## src/lr3_pkg.sv

```systemverilog
// shared constants, codes and item types for the 3d line rasteriser
`default_nettype none
package lr3_pkg;

	localparam int XY_BITS    = 10;
	localparam int Z_BITS     = 8;
	localparam int MAG_BITS   = (XY_BITS > Z_BITS) ? XY_BITS : Z_BITS;
	localparam int TWICE_BITS = MAG_BITS + 1;
	localparam int ERR_BITS   = MAG_BITS + 3;

	localparam logic CMD_LOAD = 1'b0;
	localparam logic CMD_STEP = 1'b1;

	typedef enum logic [1:0] {
		AXIS_X = 2'd0,
		AXIS_Y = 2'd1,
		AXIS_Z = 2'd2
	} axis_t;

	typedef struct packed {
		logic               cmd;
		logic [XY_BITS-1:0] start_x;
		logic [XY_BITS-1:0] start_y;
		logic [Z_BITS-1:0]  start_z;
		logic [XY_BITS-1:0] end_x;
		logic [XY_BITS-1:0] end_y;
		logic [Z_BITS-1:0]  end_z;
	} cmd_item_t;

	typedef struct packed {
		logic [XY_BITS-1:0] point_x;
		logic [XY_BITS-1:0] point_y;
		logic [Z_BITS-1:0]  point_z;
		logic               last_point;
	} point_item_t;

endpackage
`default_nettype wire

```

## src/lr3_cmd_if.sv

```systemverilog
// valid/ready channel carrying command items
`default_nettype none
interface lr3_cmd_if;
	import lr3_pkg::*;

	logic      valid;
	logic      ready;
	cmd_item_t data;

	modport source (output valid, output data, input ready);
	modport sink (input valid, input data, output ready);
endinterface
`default_nettype wire

```

## src/lr3_point_if.sv

```systemverilog
// valid/ready channel carrying emitted points
`default_nettype none
interface lr3_point_if;
	import lr3_pkg::*;

	logic        valid;
	logic        ready;
	point_item_t data;

	modport source (output valid, output data, input ready);
	modport sink (input valid, input data, output ready);
endinterface
`default_nettype wire

```

## src/line_rasterizer_3d.sv

```systemverilog
// 3d bresenham line stepper with a two-entry output buffer
// a step transfer's point is registered in the main register, or in the skid entry while that one is stalled
// throughput: one command per cycle, one point per cycle while the sink keeps up
// the two-entry output buffer (main register plus skid) catches a point that arrives during a stall
// reset: arst_n clears the line state and empties both buffer entries, so the block is idle
// and a step before the first load gives no point
`default_nettype none
module line_rasterizer_3d (
	input  wire          clk,
	input  wire          arst_n,
	lr3_cmd_if.sink      command,
	lr3_point_if.source  points
);
	import lr3_pkg::*;

	// line state
	logic [XY_BITS-1:0]         x_q, y_q;
	logic [Z_BITS-1:0]          z_q;
	logic signed [ERR_BITS-1:0] err_first_q, err_second_q;
	logic [TWICE_BITS-1:0]      twice_dx_q, twice_dy_q, twice_dz_q;
	logic [2:0]                 signs_q;
	axis_t                      major_q;
	logic [MAG_BITS-1:0]        left_q;

	// output buffer
	logic        main_valid_q, skid_valid_q;
	point_item_t main_data_q, skid_data_q;

	// load path signals
	logic [XY_BITS-1:0]         dx, dy;
	logic [Z_BITS-1:0]          dz;
	logic [MAG_BITS-1:0]        mag_x, mag_y, mag_z, major_len;
	logic [TWICE_BITS-1:0]      tw_x, tw_y, tw_z, tw_first_ld, tw_second_ld;
	axis_t                      major_ld;
	logic [2:0]                 signs_ld;
	logic signed [ERR_BITS-1:0] err_first_ld, err_second_ld;

	// step path signals
	logic [TWICE_BITS-1:0]      tw_maj, tw_first, tw_second;
	logic                       first_pos, second_pos;
	logic                       move_x, move_y, move_z;
	logic signed [ERR_BITS-1:0] err_first_nx, err_second_nx;
	logic [XY_BITS-1:0]         x_nx, y_nx;
	logic [Z_BITS-1:0]          z_nx;

	logic        accept, is_step, new_point, main_free;
	point_item_t point_now;

	// a transfer is refused only while the skid entry is occupied
	assign command.ready = !skid_valid_q;
	assign accept        = command.valid && command.ready;
	assign is_step       = (command.data.cmd == CMD_STEP);
	assign new_point     = accept && is_step && (left_q != '0);

	// magnitudes, step directions and the major axis for a load
	always_comb begin
		signs_ld[0] = (command.data.end_x < command.data.start_x);
		signs_ld[1] = (command.data.end_y < command.data.start_y);
		signs_ld[2] = (command.data.end_z < command.data.start_z);
		dx = signs_ld[0] ? command.data.start_x - command.data.end_x
			: command.data.end_x - command.data.start_x;
		dy = signs_ld[1] ? command.data.start_y - command.data.end_y
			: command.data.end_y - command.data.start_y;
		dz = signs_ld[2] ? command.data.start_z - command.data.end_z
			: command.data.end_z - command.data.start_z;
		mag_x = MAG_BITS'(dx);
		mag_y = MAG_BITS'(dy);
		mag_z = MAG_BITS'(dz);
		tw_x  = {mag_x, 1'b0};
		tw_y  = {mag_y, 1'b0};
		tw_z  = {mag_z, 1'b0};
		// ties go to x first, then y
		if (mag_x >= mag_y && mag_x >= mag_z) begin
			major_ld     = AXIS_X;
			major_len    = mag_x;
			tw_first_ld  = tw_y;
			tw_second_ld = tw_z;
		end else if (mag_y >= mag_z) begin
			major_ld     = AXIS_Y;
			major_len    = mag_y;
			tw_first_ld  = tw_x;
			tw_second_ld = tw_z;
		end else begin
			major_ld     = AXIS_Z;
			major_len    = mag_z;
			tw_first_ld  = tw_y;
			tw_second_ld = tw_x;
		end
		err_first_ld  = $signed({2'b00, tw_first_ld}) - $signed({3'b000, major_len});
		err_second_ld = $signed({2'b00, tw_second_ld}) - $signed({3'b000, major_len});
	end

	// one bresenham step from the stored state
	always_comb begin
		first_pos  = !err_first_q[ERR_BITS-1] && (err_first_q != '0);
		second_pos = !err_second_q[ERR_BITS-1] && (err_second_q != '0);
		case (major_q)
			AXIS_X: begin
				tw_maj    = twice_dx_q;
				tw_first  = twice_dy_q;
				tw_second = twice_dz_q;
				move_x    = 1'b1;
				move_y    = first_pos;
				move_z    = second_pos;
			end
			AXIS_Y: begin
				tw_maj    = twice_dy_q;
				tw_first  = twice_dx_q;
				tw_second = twice_dz_q;
				move_x    = first_pos;
				move_y    = 1'b1;
				move_z    = second_pos;
			end
			default: begin
				// minor order for major z is y then x
				tw_maj    = twice_dz_q;
				tw_first  = twice_dy_q;
				tw_second = twice_dx_q;
				move_x    = second_pos;
				move_y    = first_pos;
				move_z    = 1'b1;
			end
		endcase
		err_first_nx = err_first_q
			- (first_pos ? $signed({2'b00, tw_maj}) : $signed(ERR_BITS'(0)))
			+ $signed({2'b00, tw_first});
		err_second_nx = err_second_q
			- (second_pos ? $signed({2'b00, tw_maj}) : $signed(ERR_BITS'(0)))
			+ $signed({2'b00, tw_second});
		x_nx = !move_x ? x_q : (signs_q[0] ? x_q - 1'b1 : x_q + 1'b1);
		y_nx = !move_y ? y_q : (signs_q[1] ? y_q - 1'b1 : y_q + 1'b1);
		z_nx = !move_z ? z_q : (signs_q[2] ? z_q - 1'b1 : z_q + 1'b1);

		point_now.point_x    = x_q;
		point_now.point_y    = y_q;
		point_now.point_z    = z_q;
		point_now.last_point = (left_q == MAG_BITS'(1));
	end

	// line state register, updated on every accepted load or productive step
	always_ff @(posedge clk or negedge arst_n) begin
		if (!arst_n) begin
			x_q          <= '0;
			y_q          <= '0;
			z_q          <= '0;
			err_first_q  <= '0;
			err_second_q <= '0;
			twice_dx_q   <= '0;
			twice_dy_q   <= '0;
			twice_dz_q   <= '0;
			signs_q      <= '0;
			major_q      <= AXIS_X;
			left_q       <= '0;
		end else if (accept && !is_step) begin
			// a load replaces any line still in progress
			x_q          <= command.data.start_x;
			y_q          <= command.data.start_y;
			z_q          <= command.data.start_z;
			err_first_q  <= err_first_ld;
			err_second_q <= err_second_ld;
			twice_dx_q   <= tw_x;
			twice_dy_q   <= tw_y;
			twice_dz_q   <= tw_z;
			signs_q      <= signs_ld;
			major_q      <= major_ld;
			left_q       <= major_len;
		end else if (new_point) begin
			x_q          <= x_nx;
			y_q          <= y_nx;
			z_q          <= z_nx;
			err_first_q  <= err_first_nx;
			err_second_q <= err_second_nx;
			left_q       <= left_q - 1'b1;
		end
	end

	// main register frees up when empty or when its point transfers this cycle
	assign main_free = !main_valid_q || points.ready;

	always_ff @(posedge clk or negedge arst_n) begin
		if (!arst_n) begin
			main_valid_q <= 1'b0;
			skid_valid_q <= 1'b0;
		end else if (main_free) begin
			if (skid_valid_q) begin
				main_valid_q <= 1'b1;
				skid_valid_q <= 1'b0;
			end else begin
				main_valid_q <= new_point;
			end
		end else if (new_point) begin
			skid_valid_q <= 1'b1;
		end
	end

	// payload of the buffer, no reset
	always_ff @(posedge clk) begin
		if (main_free) begin
			if (skid_valid_q) begin
				main_data_q <= skid_data_q;
			end else if (new_point) begin
				main_data_q <= point_now;
			end
		end else if (new_point) begin
			skid_data_q <= point_now;
		end
	end

	assign points.valid = main_valid_q;
	assign points.data  = main_data_q;

endmodule
`default_nettype wire

```

## src/flat_wrapper.sv

```systemverilog
// flat-port wrapper written by rule: the top's interface ports become plain ports
module line_rasterizer_3d_flat import lr3_pkg::*;
  (clk, arst_n, command_valid, command_data, command_ready, points_valid, points_data, points_ready);
  lr3_cmd_if command_i ();
  lr3_point_if points_i ();
  input  wire clk;
  input  wire arst_n;
  input wire logic [$bits(command_i.valid)-1:0] command_valid;
  input wire logic [$bits(command_i.data)-1:0] command_data;
  output wire logic [$bits(command_i.ready)-1:0] command_ready;
  output wire logic [$bits(points_i.valid)-1:0] points_valid;
  output wire logic [$bits(points_i.data)-1:0] points_data;
  input wire logic [$bits(points_i.ready)-1:0] points_ready;
  assign command_i.valid = command_valid;
  assign command_i.data = command_data;
  assign command_ready = command_i.ready;
  assign points_valid = points_i.valid;
  assign points_data = points_i.data;
  assign points_i.ready = points_ready;
  line_rasterizer_3d u_core (.clk(clk), .arst_n(arst_n), .command(command_i), .points(points_i));
endmodule
```

## config.mk

```make
export PLATFORM = sky130hd
export DESIGN_NAME = line_rasterizer_3d_flat
export DESIGN_NICKNAME = d
export VERILOG_FILES = /design/src/lr3_pkg.sv /design/src/lr3_cmd_if.sv /design/src/lr3_point_if.sv /design/src/line_rasterizer_3d.sv /design/src/flat_wrapper.sv
export SDC_FILE = /design/constraint.sdc
export NUM_CORES = 1
export LEC_CHECK = 0
export BUFFER_PORTS_ARGS = -buffer_cell sky130_fd_sc_hd__buf_2
export CAP_MARGIN = 5
export CELL_PAD_IN_SITES_DETAIL_PLACEMENT = 0
export CELL_PAD_IN_SITES_GLOBAL_PLACEMENT = 2
export CORE_ASPECT_RATIO = 1.25
export CORE_MARGIN = 2
export CORE_UTILIZATION = 30
export CTS_BUF_LIST = sky130_fd_sc_hd__clkbuf_8
export DETAILED_ROUTE_END_ITERATION = 10
export PLACE_DENSITY = 0.76
export SLEW_MARGIN = 30
export SYNTH_ARGS = -nofsm -noshare
export SYNTH_HDL_FRONTEND = slang
export SYNTH_SLANG_ARGS = --single-unit
```

## constraint.sdc

```tcl
create_clock -name clk -period 8.9 [get_ports clk]
set_clock_uncertainty 0.05 [all_clocks]
set_input_delay 1.335 -clock clk [delete_from_list [all_inputs] [get_ports clk]]
set_output_delay 1.335 -clock clk [all_outputs]
set_load 0.005 [all_outputs]
```

# Word level (Yosys, flattened, before mapping)
# Cells that the tools add are included.
[totals] regBits=157 inputBits=61 output_inout_bits=31 wordCells=120
[classes] muxes=42 order_cmp=6 add_sub_neg=19 n_eq_ne=2 n_reduce_logical=29 n_bitwise=1
[ops] operator="$mux 10" n=14
[ops] operator="$mux 11" n=8
[ops] operator="$mux 29" n=2
[ops] operator="$mux 13" n=4
[ops] operator="$mux 8" n=5
[ops] operator="$sub 10x10->10" n=4
[ops] operator="$sub 10x1->10 const B" n=3
[ops] operator="$add 13x12->13" n=2
[ops] operator="$reduce_bool 13->1" n=2
[ops] operator="$sub 13x13->13" n=2
[ops] operator="$sub 11x10->12" n=2
[ops] operator="$pmux 11 s2" n=1
[ops] operator="$add 10x1->10 const B" n=2
[ops] operator="$ge 10x8->1" n=2
[ops] operator="$lt 10x10->1" n=2
[ops] operator="$sub 8x8->8" n=2
[ops] operator="$reduce_bool 2->1" n=6
[ops] operator="$eq 10x1->1 const B" n=1
[ops] operator="$ge 10x10->1" n=1
[ops] operator="$reduce_and 2->1" n=5
[ops] operator="$reduce_bool 10->1" n=1
[ops] operator="$add 8x1->8 const B" n=1
[ops] operator="$lt 8x8->1" n=1
[ops] operator="$sub 8x1->8 const B" n=1
[ops] operator="other kinds (10)" n=25

# Logic depth before layout (Yosys ltp)
# Gate-level depths: netlist (run 1).
[depth] ltp_word=7 ltp_mapped=37 depth_no_buf=34

# Worst setup path after synthesis (run 1)
# OpenSTA, ideal clock, no wires.
[synth_timing] kind="input port to flip-flop" start="input port command_data[18]" end="register u_core.err_second_q[10]" path_slack_ps=1203 path_buffers=1 setup_time_ps=137 cell_stages=29 t_required_ps=8713 arrival_time_ps=7511 cell_sequence="inv_1 -> ha_1 -> inv_1 -> fa_1 -> a211oi_1 -> o211ai_1 -> a41oi_2 -> mux2i_1 -> o21ai_0 -> a221o_1 -> a221o_1 -> a221oi_1 -> xnor2_1 -> ha_1 -> and4_1 -> a311oi_1 -> and3_1 -> a21oi_2 -> nor2_1 -> clkbuf_1 -> o21ai_0 -> ha_1 -> or3_1 -> a311oi_1 -> o21ai_0 -> a21oi_1 -> nor2b_1 -> o41ai_1 -> a21oi_1"
[synth_between] elab_chain_cells=7 elab_cells_between_ends=12 cone_classes="add/sub: 3; order compare: 3; mux: 5; reduce/logical: 1"
[synth_lines] element="from (decl)" line_no="flat_wrapper.sv:9" source="input wire logic [$bits(command_i.data)-1:0] command_data;"
[synth_lines] element="$sub 10x10->10 (tied with other cells)" line_no="line_rasterizer_3d.sv:61" source=": command.data.end_x - command.data.start_x;"
[synth_lines] element="$mux 10 *" line_no="line_rasterizer_3d.sv:60" source="dx = signs_ld[0] ? command.data.start_x - command.data.end_x"
[synth_lines] element="named net u_core.dx[7]" line_no="line_rasterizer_3d.sv:30" source="logic [XY_BITS-1:0] dx, dy;"
[synth_lines] element="$ge 10x10->1 or $ge 10x8->1 (tied branches)" line_no="line_rasterizer_3d.sv:73" source="if (mag_x >= mag_y && mag_x >= mag_z) begin"
[synth_lines] element="$logic_and 1x1->1" line_no="line_rasterizer_3d.sv:73"
[synth_lines] element="$mux 11 or $mux 10 (tied branches)" line_no="line_rasterizer_3d.sv:73"
[synth_lines] element="$sub 11x10->12 *" line_no="line_rasterizer_3d.sv:90" source="err_second_ld = $signed({2'b00, tw_second_ld}) - $signed({3'b000, major_len});"
[synth_lines] element="$mux 13 *" line_no="line_rasterizer_3d.sv:154" source="end else if (accept && !is_step) begin"
[synth_lines] element="to (signal assigned)" line_no="line_rasterizer_3d.sv:160" source="err_second_q <= err_second_ld;"
[synth_lines] element="to (signal assigned)" line_no="line_rasterizer_3d.sv:172" source="err_second_q <= err_second_nx;"
[synth_lines] element="to (decl)" line_no="line_rasterizer_3d.sv:19" source="logic signed [ERR_BITS-1:0] err_first_q, err_second_q;"
# The timed path passes the listed nets; every way through them passes the cells marked *.
# A chain may end at the register's enable or synchronous reset.

# Worst setup path after layout (run 1)
[layout_timing] start="input port command_data[18]" end="register u_core.err_first_q[8]"
[layout_between] elab_chain_cells=7 elab_cells_between_ends=12 cone_classes="add/sub: 3; order compare: 3; mux: 5; reduce/logical: 1"
[layout_lines] element="$sub 10x10->10 (tied with other cells)" line_no="line_rasterizer_3d.sv:61"
[layout_lines] element="$mux 10 *" line_no="line_rasterizer_3d.sv:60"
[layout_lines] element="named net u_core.dx[7]" line_no="line_rasterizer_3d.sv:30"
[layout_lines] element="$ge 10x10->1 or $ge 10x8->1 (tied branches)" line_no="line_rasterizer_3d.sv:73"
[layout_lines] element="$logic_and 1x1->1" line_no="line_rasterizer_3d.sv:73"
[layout_lines] element="$mux 11 or $mux 10 (tied branches)" line_no="line_rasterizer_3d.sv:73"
[layout_lines] element="$sub 11x10->12 *" line_no="line_rasterizer_3d.sv:89" source="err_first_ld = $signed({2'b00, tw_first_ld}) - $signed({3'b000, major_len});"
[layout_lines] element="$mux 13 *" line_no="line_rasterizer_3d.sv:154"
[layout_lines] element="to (signal assigned)" line_no="line_rasterizer_3d.sv:159" source="err_first_q <= err_first_ld;"
[layout_lines] element="to (signal assigned)" line_no="line_rasterizer_3d.sv:171" source="err_first_q <= err_first_nx;"
[layout_lines] element="to (decl)" line_no="line_rasterizer_3d.sv:19"
# Marked as above.

==> impl_metrics.ini, run 1 <==
[setup_path]
cp.arrival_ns = 8.24
slowest_delay_ns = 0.46
crit_required_ns = 9.27
slowest_stage = a41oi_2
critPathCaptureType = flop
reg2reg_depth = 18
critPathKind = in2reg
crit_fanout = 12
critical_path.most_common_cell = a21oi_1
crit_path_start_kind = input pin

[pwr]
p_leak_nw = 6.53
vdd_drop_max_mv = 0.129
power.density_nw_per_um2 = 398

[finish]
layout.nets = 1757
fillerInstances = 4477
syn_to_final_growth_pct = 13.0
drive_above_1_share_pct = 15.3
antenna_cells = 0

[timing]
maxSlewViolCount = 0
finalSetupViolCount = 0
period_share_pct = 88.4
min_period_ns = 7.87
relSlewSlack_pct = 36.4
hold_ws_ns = 0.456
max_slew.worst_pin.slew_ns = 0.951
fmax_mhz = 127
hold_viol = 0
rsz0062_at_grt = false
tns_ns = 0

[synth]
ys_seq_elements = 156
synthAdderAreaFrac_pct = 18.2
synth_top_area_share_pct = 18.7
synthSimpleGateAreaFrac_pct = 11.8
netlist_instances = 1433
synthMuxAreaShare_pct = 6.63
synth_flop_cell = dfrtp_1
synth_compound_area_share_pct = 20.1
yosysTopAreaCell = dfrtp_1
synth_top_family_by_area = compound AO/OA/AOI/OAI gates
synth-xor-area-share_pct = 5.95
yosysUniqueCellTypes = 76
synth_warnings = 0
synthTopCellsByCount = 151 x nand2_1, 141 x ha_1, 122 x inv_1, 122 x o21ai_0, 120 x a21oi_1
yosysMostFrequentCell = nand2_1
ys_seq_area_share_pct = 32.0
syn_nets = 1665
avgSynthCellArea_um2 = 9.13
synth_area_leaders = dfrtp_1 19%, ha_1 13%, edfxtp_1 13%, o21ai_0 4.7%, a21oi_1 4.6%
synth_async_sr_flop_share_pct = 62.8
synth_area_um2 = 13100
synth_edf_count = 58

[floorplanning]
core_um2 = 43100
die_w_um = 191
dieHeight_um = 238
start_util_pct = 30.4
io_pins = 92
die-area_um2 = 45300
row_count = 85

[clocking]
htreeDepth = 4
postCtsSetupRepairBufs = 0
cts_max_path_buffers = 2
cts_tree = done
clk-insertion-delay-late_ns = 0.50
ctsHoldBuffers = 0
clkTransAtPathRegs_ns = 0.10
cts_made_buffers = 17
cts_resized = 0
cts_root_buf = clkbuf_8
clock-sinks = 156

[detailed_routing]
via_per_inst = 5.01
wl_um = 40000
drc = 0
post_drt_wl_per_cell_um = 19.0
drt_iter0_drc = 559
ant_nets = 0
vias = 10500
firstDrtPassIters = 5

[hold_path]
hold_depth = 0
worstHoldPathType = reg2reg

[grt]
grt_pass1_wl_um = 63100
grt_max_degree = 67
grt_pass1_vias = 10800
grt_use_total_pct = 18.3
grt_antenna_before_repair = 0
overflow = 0

[status]
status = completed

[placed_design]
gp_congestion = 0.871
numPortBuffers = 91
dp_hpwl_um = 31900

[flow_run]
maxCapViolCount = 0
[final timing paths]
| check | start | slack (ns) | endpoint |
|---|---|---|---|
| worst max-delay path | command_data[18] | 1.03 | u_core.err_first_q[8]$_DFFE_PN0P_ |
| worst min-delay path | u_core.y_q[0]$_DFFE_PN0P_ | 0.46 | u_core.skid_data_q[9]$_DFFE_PP_ |
| worst max register to register | u_core.major_q[0]$_DFFE_PN0P_ | 3.80 | u_core.err_first_q[12]$_DFFE_PN0P_ |
| worst min register to register | u_core.y_q[0]$_DFFE_PN0P_ | 0.46 | u_core.skid_data_q[9]$_DFFE_PP_ |
| max in group asynchronous | arst_n | 7.04 | u_core.x_q[8]$_DFFE_PN0P_ |
| min in group asynchronous | arst_n | 0.75 | u_core.err_second_q[2]$_DFFE_PN0P_ |
[kinds of logic (layout without fill, tap and decap cells)]
family,after synthesis,after routing
buffers and inverters,181,286
xor gates and xnor gates,88,88
muxes,81,81
AOI/OAI and AO/OA,414,414
DFF,156,156
adders and majority gates,172,172
and+or+nand+nor,341,341
[metal layers]
metal / track usage [%] / share of wire, % / vias up
met5: 0 / 0 / -
met4: 7.82 / 4.1 / 0
met3: 2.66 / 2.7 / 54
met2: 33.0 / 52 / 185
met1: 21.4 / 42 / 5054
li1: - / - / 5240
[flip-flops by register name, summed over array words and instances, names as in the netlist]
name / flops
u_core.points.data: 29
u_core.skid_data_q: 29
u_core.err_second_q: 13
u_core.err_first_q: 12
u_core.left_q: 10
u_core.twice_dx_q: 10
u_core.twice_dy_q: 10
u_core.x_q: 10
u_core.y_q: 10
u_core.twice_dz_q: 8
u_core.z_q: 8
u_core.signs_q: 3
u_core.major_q: 2
u_core.points.valid: 1
u_core.skid_valid_q: 1
[stage by stage]
stage               cell area (um^2)  total power (W)  utilization [%]  setup slack [ns]  cells
finish                         14800          0.00589             34.3              1.03   2103
global placement               14300          0.00531             33.3             0.689   2069
CTS                            14800          0.00594             34.3              1.14   2103
floorplan                      13100          0.00423                -              1.20   1433
detailed placement             14400          0.00536             33.4             0.621   2071
global route                   14800          0.00649             34.3             0.328   2103
[worst max-delay path, delay by kind of cell]
| kind | cells | cell delay (ns) |
|---|---|---|
| buffers and inverters | 4 | 0.45 |
| adder cells (fa/ha/maj) | 4 | 1.25 |
| multiplexers | 1 | 0.32 |
| AND/OR/NAND/NOR | 2 | 0.29 |
| XOR/XNOR | 1 | 0.32 |
| AO/OA/AOI/OAI | 18 | 4.24 |
[layout by cell type, fill, tap and decap left out, types with 17 or more instances in the layout]
cell type and count:
mux2i_1 36, mux2_2 45, edfxtp_1 58, nor2_1 82, fa_1 30, a21oi_1 120, buf_2 90, xnor2_1 63
buf_4 38, inv_1 122, nor2b_1 23, clkbuf_8 17, a211oi_1 33, xor2_1 24, dfrtp_1 98, nand2_1 151
o21bai_1 29, o21ai_0 122, a21o_1 24, ha_1 141
[layout make-up]
| class | instances | area, um^2 | share of cell area (%) |
|---|---|---|---|
| tap | 565 | 707 | 4.78 |
| clock inverter | 15 | 165 | 1.12 |
| sequential | 156 | 4190 | 28.4 |
| timing repair buffer | 131 | 802 | 5.42 |
| clock buffer | 17 | 234 | 1.58 |
| multi-input combinational | 1096 | 8220 | 55.6 |
| inverter | 123 | 462 | 3.12 |
[report_power, final]
group / total, W / switching, W / internal (W)
sequential: 0.00124 / 0.000247 / 0.000998
combinational: 0.00410 / 0.00232 / 0.00178
clock: 0.000545 / 0.000334 / 0.000211
total: 0.00589 / 0.00290 / 0.00299
Power figures use the tool's default switching activity.
==> run 2, diff against run 1 <==
--- a/config.mk
+++ b/config.mk
@@ -12,7 +12,6 @@
 export CORE_ASPECT_RATIO = 1.25
 export CORE_MARGIN = 2
 export CORE_UTILIZATION = 30
-export CTS_BUF_LIST = sky130_fd_sc_hd__clkbuf_8
 export DETAILED_ROUTE_END_ITERATION = 10
 export PLACE_DENSITY = 0.76
 export SLEW_MARGIN = 30
==> run 2 against run 1 <==
Net effect:
- maximum frequency down 0.45%
- wire length increased by 0.20%
- critical endpoint unchanged
- utilization is 0.51 points higher
- cell area is 1.5% higher
- sequential share of layout area fell by 0.41 points
- clock-buffer cell count is the same
- global-route usage about the same
==> impl_metrics.ini, run 2 (synthesized netlist as in run 1, its figures left out) <==
[clocking]
cts_root_buf = clkbuf_16
cts_made_buffers = 17
postCtsSetupRepairBufs = 0
ctsHoldBuffers = 0
cts_tree = done
clk-insertion-delay-late_ns = 0.45
cts_resized = 0
clkTransAtPathRegs_ns = 0.07
htreeDepth = 4
cts_max_path_buffers = 2
clock-sinks = 156

[detailed_routing]
post_drt_wl_per_cell_um = 19.0
drt_iter0_drc = 568
ant_nets = 0
wl_um = 40100
firstDrtPassIters = 5
vias = 10600
via_per_inst = 5.02
drc = 0

[pwr]
power.density_nw_per_um2 = 406
power_w = 0.00608
p_leak_nw = 6.63
vdd_drop_max_mv = 0.166

[timing]
fmax_mhz = 127
tns_ns = 0
period_share_pct = 88.8
hold_ws_ns = 0.444
max_slew.worst_pin.slew_ns = 0.974
relSlewSlack_pct = 34.8
finalSetupViolCount = 0
hold_viol = 0
min_period_ns = 7.90
maxSlewViolCount = 0
rsz0062_at_grt = false

[finish]
most-common-layout-cells = 151 x nand2_1, 141 x ha_1, 122 x o21ai_0, 122 x inv_1, 120 x a21oi_1
layout.nets = 1758
final_common_cell = nand2_1
syn_to_final_growth_pct = 14.6
final_core_utilization_pct = 34.8
drive_above_1_share_pct = 15.3
stdcell_area_um2 = 15000

[setup_path]
reg2reg_depth = 18
critPathCaptureType = flop
crit_fanout = 12
slowest_delay_ns = 0.46
timing.rr.start = u_core.major_q[0]$_DFFE_PN0P_
critical_path.top_delay_family = compound AO/OA/AOI/OAI gates
cp_num_buf_inv = 4
cp.arrival_ns = 8.22
worstReg2RegEnd = u_core.err_first_q[12]$_DFFE_PN0P_
critical_path.most_common_cell = a21oi_1
r2r_slack_ns = 3.79
slowest_stage = a41oi_2
crit_path_start_kind = input pin
critPathKind = in2reg
crit_required_ns = 9.22

[hold_path]
hold_depth = 0
worstHoldPathType = reg2reg
min-delay-start = u_core.y_q[0]$_DFFE_PN0P_
min_to = u_core.skid_data_q[9]$_DFFE_PP_

[placed_design]
place_area_um2 = 14400
dp_hpwl_um = 31900
numPortBuffers = 91
gp_congestion = 0.871

[floorplanning]
dieHeight_um = 238
row_count = 85
die-area_um2 = 45300
io_pins = 92
die_w_um = 191
core_um2 = 43100
start_util_pct = 30.4

[grt]
grt_pass1_wl_um = 63100
grt_use_total_pct = 18.3
grt_pass1_vias = 10900
grt_max_degree = 67
overflow = 0
grt_antenna_before_repair = 1

[flow_run]
maxCapViolCount = 0

[status]
status = completed
run 2: cell types whose count changed in the layout (fill, tap and decap cells not counted):
cell / change
clkbuf_8: -17
clkbuf_16: +17
buf_6: -1
buf_4: +1
diode_2: +1
buf_16: +1
run 2: cell type report:
| class | instances | area [um^2] |
|---|---|---|
| antenna | 1 | 2.50 |
| clock buffer | 17 | 425 |
| clock inverter | 15 | 165 |
| fill | 4454 | 28100 |
| inverter | 123 | 462 |
| multi-input combinational | 1096 | 8220 |
| sequential | 156 | 4190 |
| tap | 565 | 707 |
| timing repair buffer | 132 | 826 |
run 2: worst max-delay path by stage:
stage                           from                             endpoint  slack (ns)  cells after the start
detailed placement  command_data[18]  u_core.err_second_q[10]$_DFFE_PN0P_        0.62                     30
global placement    command_data[18]  u_core.err_second_q[10]$_DFFE_PN0P_        0.69                     30
finish              command_data[18]    u_core.err_first_q[8]$_DFFE_PN0P_         1.0                     30
CTS                 command_data[18]  u_core.err_second_q[10]$_DFFE_PN0P_        1.07                     32
global route        command_data[18]    u_core.err_first_q[8]$_DFFE_PN0P_        0.26                     30
floorplan           command_data[18]  u_core.err_second_q[10]$_DFFE_PN0P_        1.20                     29
run 2: where the power goes:
| part | internal, W | total, W | switching [W] |
|---|---|---|---|
| sequential | 0.000999 | 0.00125 | 0.000248 |
| clock | 0.000375 | 0.000733 | 0.000358 |
| combinational | 0.00178 | 0.00410 | 0.00232 |
run 2: stage by stage:
stage               instances  worst slack, ns
floorplan                1433             1.20
global placement         2069            0.689
detailed placement       2071            0.621
CTS                      2103             1.07
global route             2104            0.258
finish                   2105            0.999
run 2: per-layer routing:
metal | vias to the layer above | GRT usage (%) | wire [um]
met3 | 57 | 2.66 | 1110
li1 | 5249 | - | -
met5 | - | 0 | 0
met4 | 0 | 7.73 | 1610
met2 | 189 | 33.2 | 20700
met1 | 5074 | 21.4 | 16600
run 2: worst register-to-register path, cell delays in order (launching register included):
cell	delay, ns
dfrtp_1	0.87
nor2b_1	0.22
buf_4	0.25
mux2_2	0.38
fa_1	0.49
ha_1	0.32
a21o_1	0.16
a21oi_1	0.23
o21bai_1	0.11
a21oi_1	0.39
o21bai_1	0.12
a21oi_1	0.25
o21bai_1	0.09
a21oi_1	0.23
o21bai_1	0.08
a21oi_1	0.18
xnor2_1	0.10
or4_1	0.42
nand3_1	0.09
==> run 3, diff against run 2 <==
--- a/config.mk
+++ b/config.mk
@@ -13,7 +13,7 @@
 export CORE_MARGIN = 2
 export CORE_UTILIZATION = 30
 export DETAILED_ROUTE_END_ITERATION = 10
-export PLACE_DENSITY = 0.76
+export PLACE_DENSITY = 0.68
 export SLEW_MARGIN = 30
 export SYNTH_ARGS = -nofsm -noshare
 export SYNTH_HDL_FRONTEND = slang
==> run 3 against run 2 <==
Net effect:
- worst hold slack improved by 0.0069 ns
- cell count unchanged
- first-iteration DRC count decreased by 3.3%
- sequential power about the same
- critical path depth increased by 1
- via count increased by 0.39%
- power increased by 1.4%
- critical path type unchanged
- critical endpoint is now u_core.err_second_q[10]$_DFFE_PN0P_
==> impl_metrics.ini, run 3 (synthesized netlist as in run 1, its figures left out) <==
[status]
status = completed

[pwr]
clkPwrFrac_pct = 12.7
vdd_drop_max_mv = 0.151
switching_share_pct = 47.8
power_frac_seq_pct = 19.9
p_int_w = 0.00322
p_leak_nw = 6.63
power.density_nw_per_um2 = 411
p_comb_share_pct = 67.3
power.net_switching_w = 0.00295

[finish]
fin_cells = 2105
antenna_cells = 0
layout.nets = 1759
syn_to_final_growth_pct = 14.6
final_common_cell = nand2_1
fillerInstances = 4475
drive_above_1_share_pct = 15.5
final_core_utilization_pct = 34.8
most-common-layout-cells = 151 x nand2_1, 141 x ha_1, 122 x inv_1

[timing]
max_slew.worst_pin.slew_ns = 0.870
fmax_mhz = 123
hold_viol = 0
finalSetupViolCount = 0
relSlewSlack_pct = 42.0
period_share_pct = 91.0
min_period_ns = 8.10
rsz0062_at_grt = false
maxSlewViolCount = 0
hold_ws_ns = 0.451
tns_ns = 0

[placed_design]
dp_hpwl_um = 33100
dpl.cell_count = 2073
numPortBuffers = 91
gp_congestion = 0.870

[setup_path]
critical_path.most_common_cell = o21ai_0
timing.rr.start = u_core.major_q[1]$_DFFE_PN0P_
worstReg2RegEnd = u_core.err_first_q[12]$_DFFE_PN0P_
slowest_stage = a41oi_2
crit_required_ns = 9.15
slowest_delay_ns = 0.47
crit_path_start_kind = input pin
cp-endpoint = u_core.err_second_q[10]$_DFFE_PN0P_
cp.arrival_ns = 8.35
critPathCaptureType = flop
crit_start = command_data[18]
crit_fanout = 17
reg2reg_depth = 18
critPathKind = in2reg
r2r_slack_ns = 4.10

[clocking]
clock-sinks = 156
htreeDepth = 4
clkTransAtPathRegs_ns = 0.07
cts_root_buf = clkbuf_16
cts_made_buffers = 17
postCtsSetupRepairBufs = 0
clk-insertion-delay-late_ns = 0.45
cts_max_path_buffers = 2
cts_tree = done
ctsHoldBuffers = 0

[floorplanning]
dieHeight_um = 238
row_count = 85
die-area_um2 = 45300
io_pins = 92
die_w_um = 191
core_um2 = 43100
start_util_pct = 30.4

[grt]
overflow = 0
grt_use_total_pct = 19.1
grt_max_degree = 86
grt_antenna_before_repair = 1
grt_pass1_vias = 11000
grt_pass1_wl_um = 65300

[detailed_routing]
post_drt_wl_per_cell_um = 20.1
vias = 10600
drt_iter0_drc = 549
drc = 0
via_per_inst = 5.04
ant_nets = 0
firstDrtPassIters = 5
wl_um = 42300

[flow_run]
maxCapViolCount = 0

[hold_path]
worstHoldPathType = reg2reg
run 3: cell types whose count changed in the layout (fill, tap and decap cells not counted), moves of 2 or more:
cell | before | now
nor2_1 | 82 | 80
buf_4 | 39 | 41
clkinv_8 | 4 | 2
buf_16 | 3 | 0
bufinv_16 | 0 | 2
nor2_2 | 1 | 3
run 3: what timing repair did:
item	in CTS	in global routing
endpoints found under the hold margin	0	0
resized for setup	0	1
setup endpoints to repair	0	1
run 3: routing by layer:
layer | wire length (um) | vias up | global-route usage (%)
li1 | - | 5241 | -
met1 | 17900 | 5124 | 23.0
met2 | 21700 | 191 | 34.3
met3 | 1030 | 52 | 2.35
met4 | 1620 | 2 | 7.78
met5 | 7 | - | 0
run 3: worst min path at each step:
stage | cells after the start | to | from
after detailed placement | 0 | u_core.skid_data_q[9]$_DFFE_PP_ | u_core.y_q[0]$_DFFE_PN0P_
after global placement | 0 | u_core.skid_data_q[9]$_DFFE_PP_ | u_core.y_q[0]$_DFFE_PN0P_
after floorplan | 0 | u_core.skid_data_q[1]$_DFFE_PP_ | u_core.z_q[0]$_DFFE_PN0P_
after CTS | 0 | u_core.skid_data_q[9]$_DFFE_PP_ | u_core.y_q[0]$_DFFE_PN0P_
final | 0 | u_core.skid_data_q[1]$_DFFE_PP_ | u_core.z_q[0]$_DFFE_PN0P_
after global routing | 0 | u_core.skid_data_q[9]$_DFFE_PP_ | u_core.y_q[0]$_DFFE_PN0P_
run 3: layout make-up:
type | instances | area [um^2] | area share [%]
multi-input combinational | 1096 | 8230 | 54.9
sequential | 156 | 4190 | 28.0
timing repair buffer | 133 | 785 | 5.23
tap | 565 | 707 | 4.71
inverter | 123 | 462 | 3.08
clock buffer | 18 | 429 | 2.86
clock inverter | 14 | 190 | 1.27
run 3: power groups by stage:
stage          clock network, W  logic, W  registers [W]
3_5_place_dp                  0   0.00414        0.00125
3_3_place_gp                  0   0.00411        0.00125
6_report               0.000786   0.00415        0.00123
4_1_cts                0.000808   0.00418        0.00124
2_1_floorplan                 0   0.00307        0.00116
5_1_grt                0.000834   0.00465        0.00126
run 3: critical path: cells and delay by family:
kind	cells	cell delay (ns)
multiplexers	2	0.56
AND/OR/NAND/NOR	4	0.60
XOR/XNOR	1	0.38
adder cells (fa/ha/maj)	4	1.23
AO/OA/AOI/OAI	17	4.01
buffers and inverters	3	0.21
run 3: per-stage QoR:
step / area (um^2) / setup WS [ns] / power, W
finish: 15000 / 0.800 / 0.00617
global route: 15000 / 0.125 / 0.00675
CTS: 15000 / 0.725 / 0.00622
detailed placement: 14400 / 0.299 / 0.00538
global placement: 14400 / 0.476 / 0.00535
floorplan: 13100 / 1.20 / 0.00423
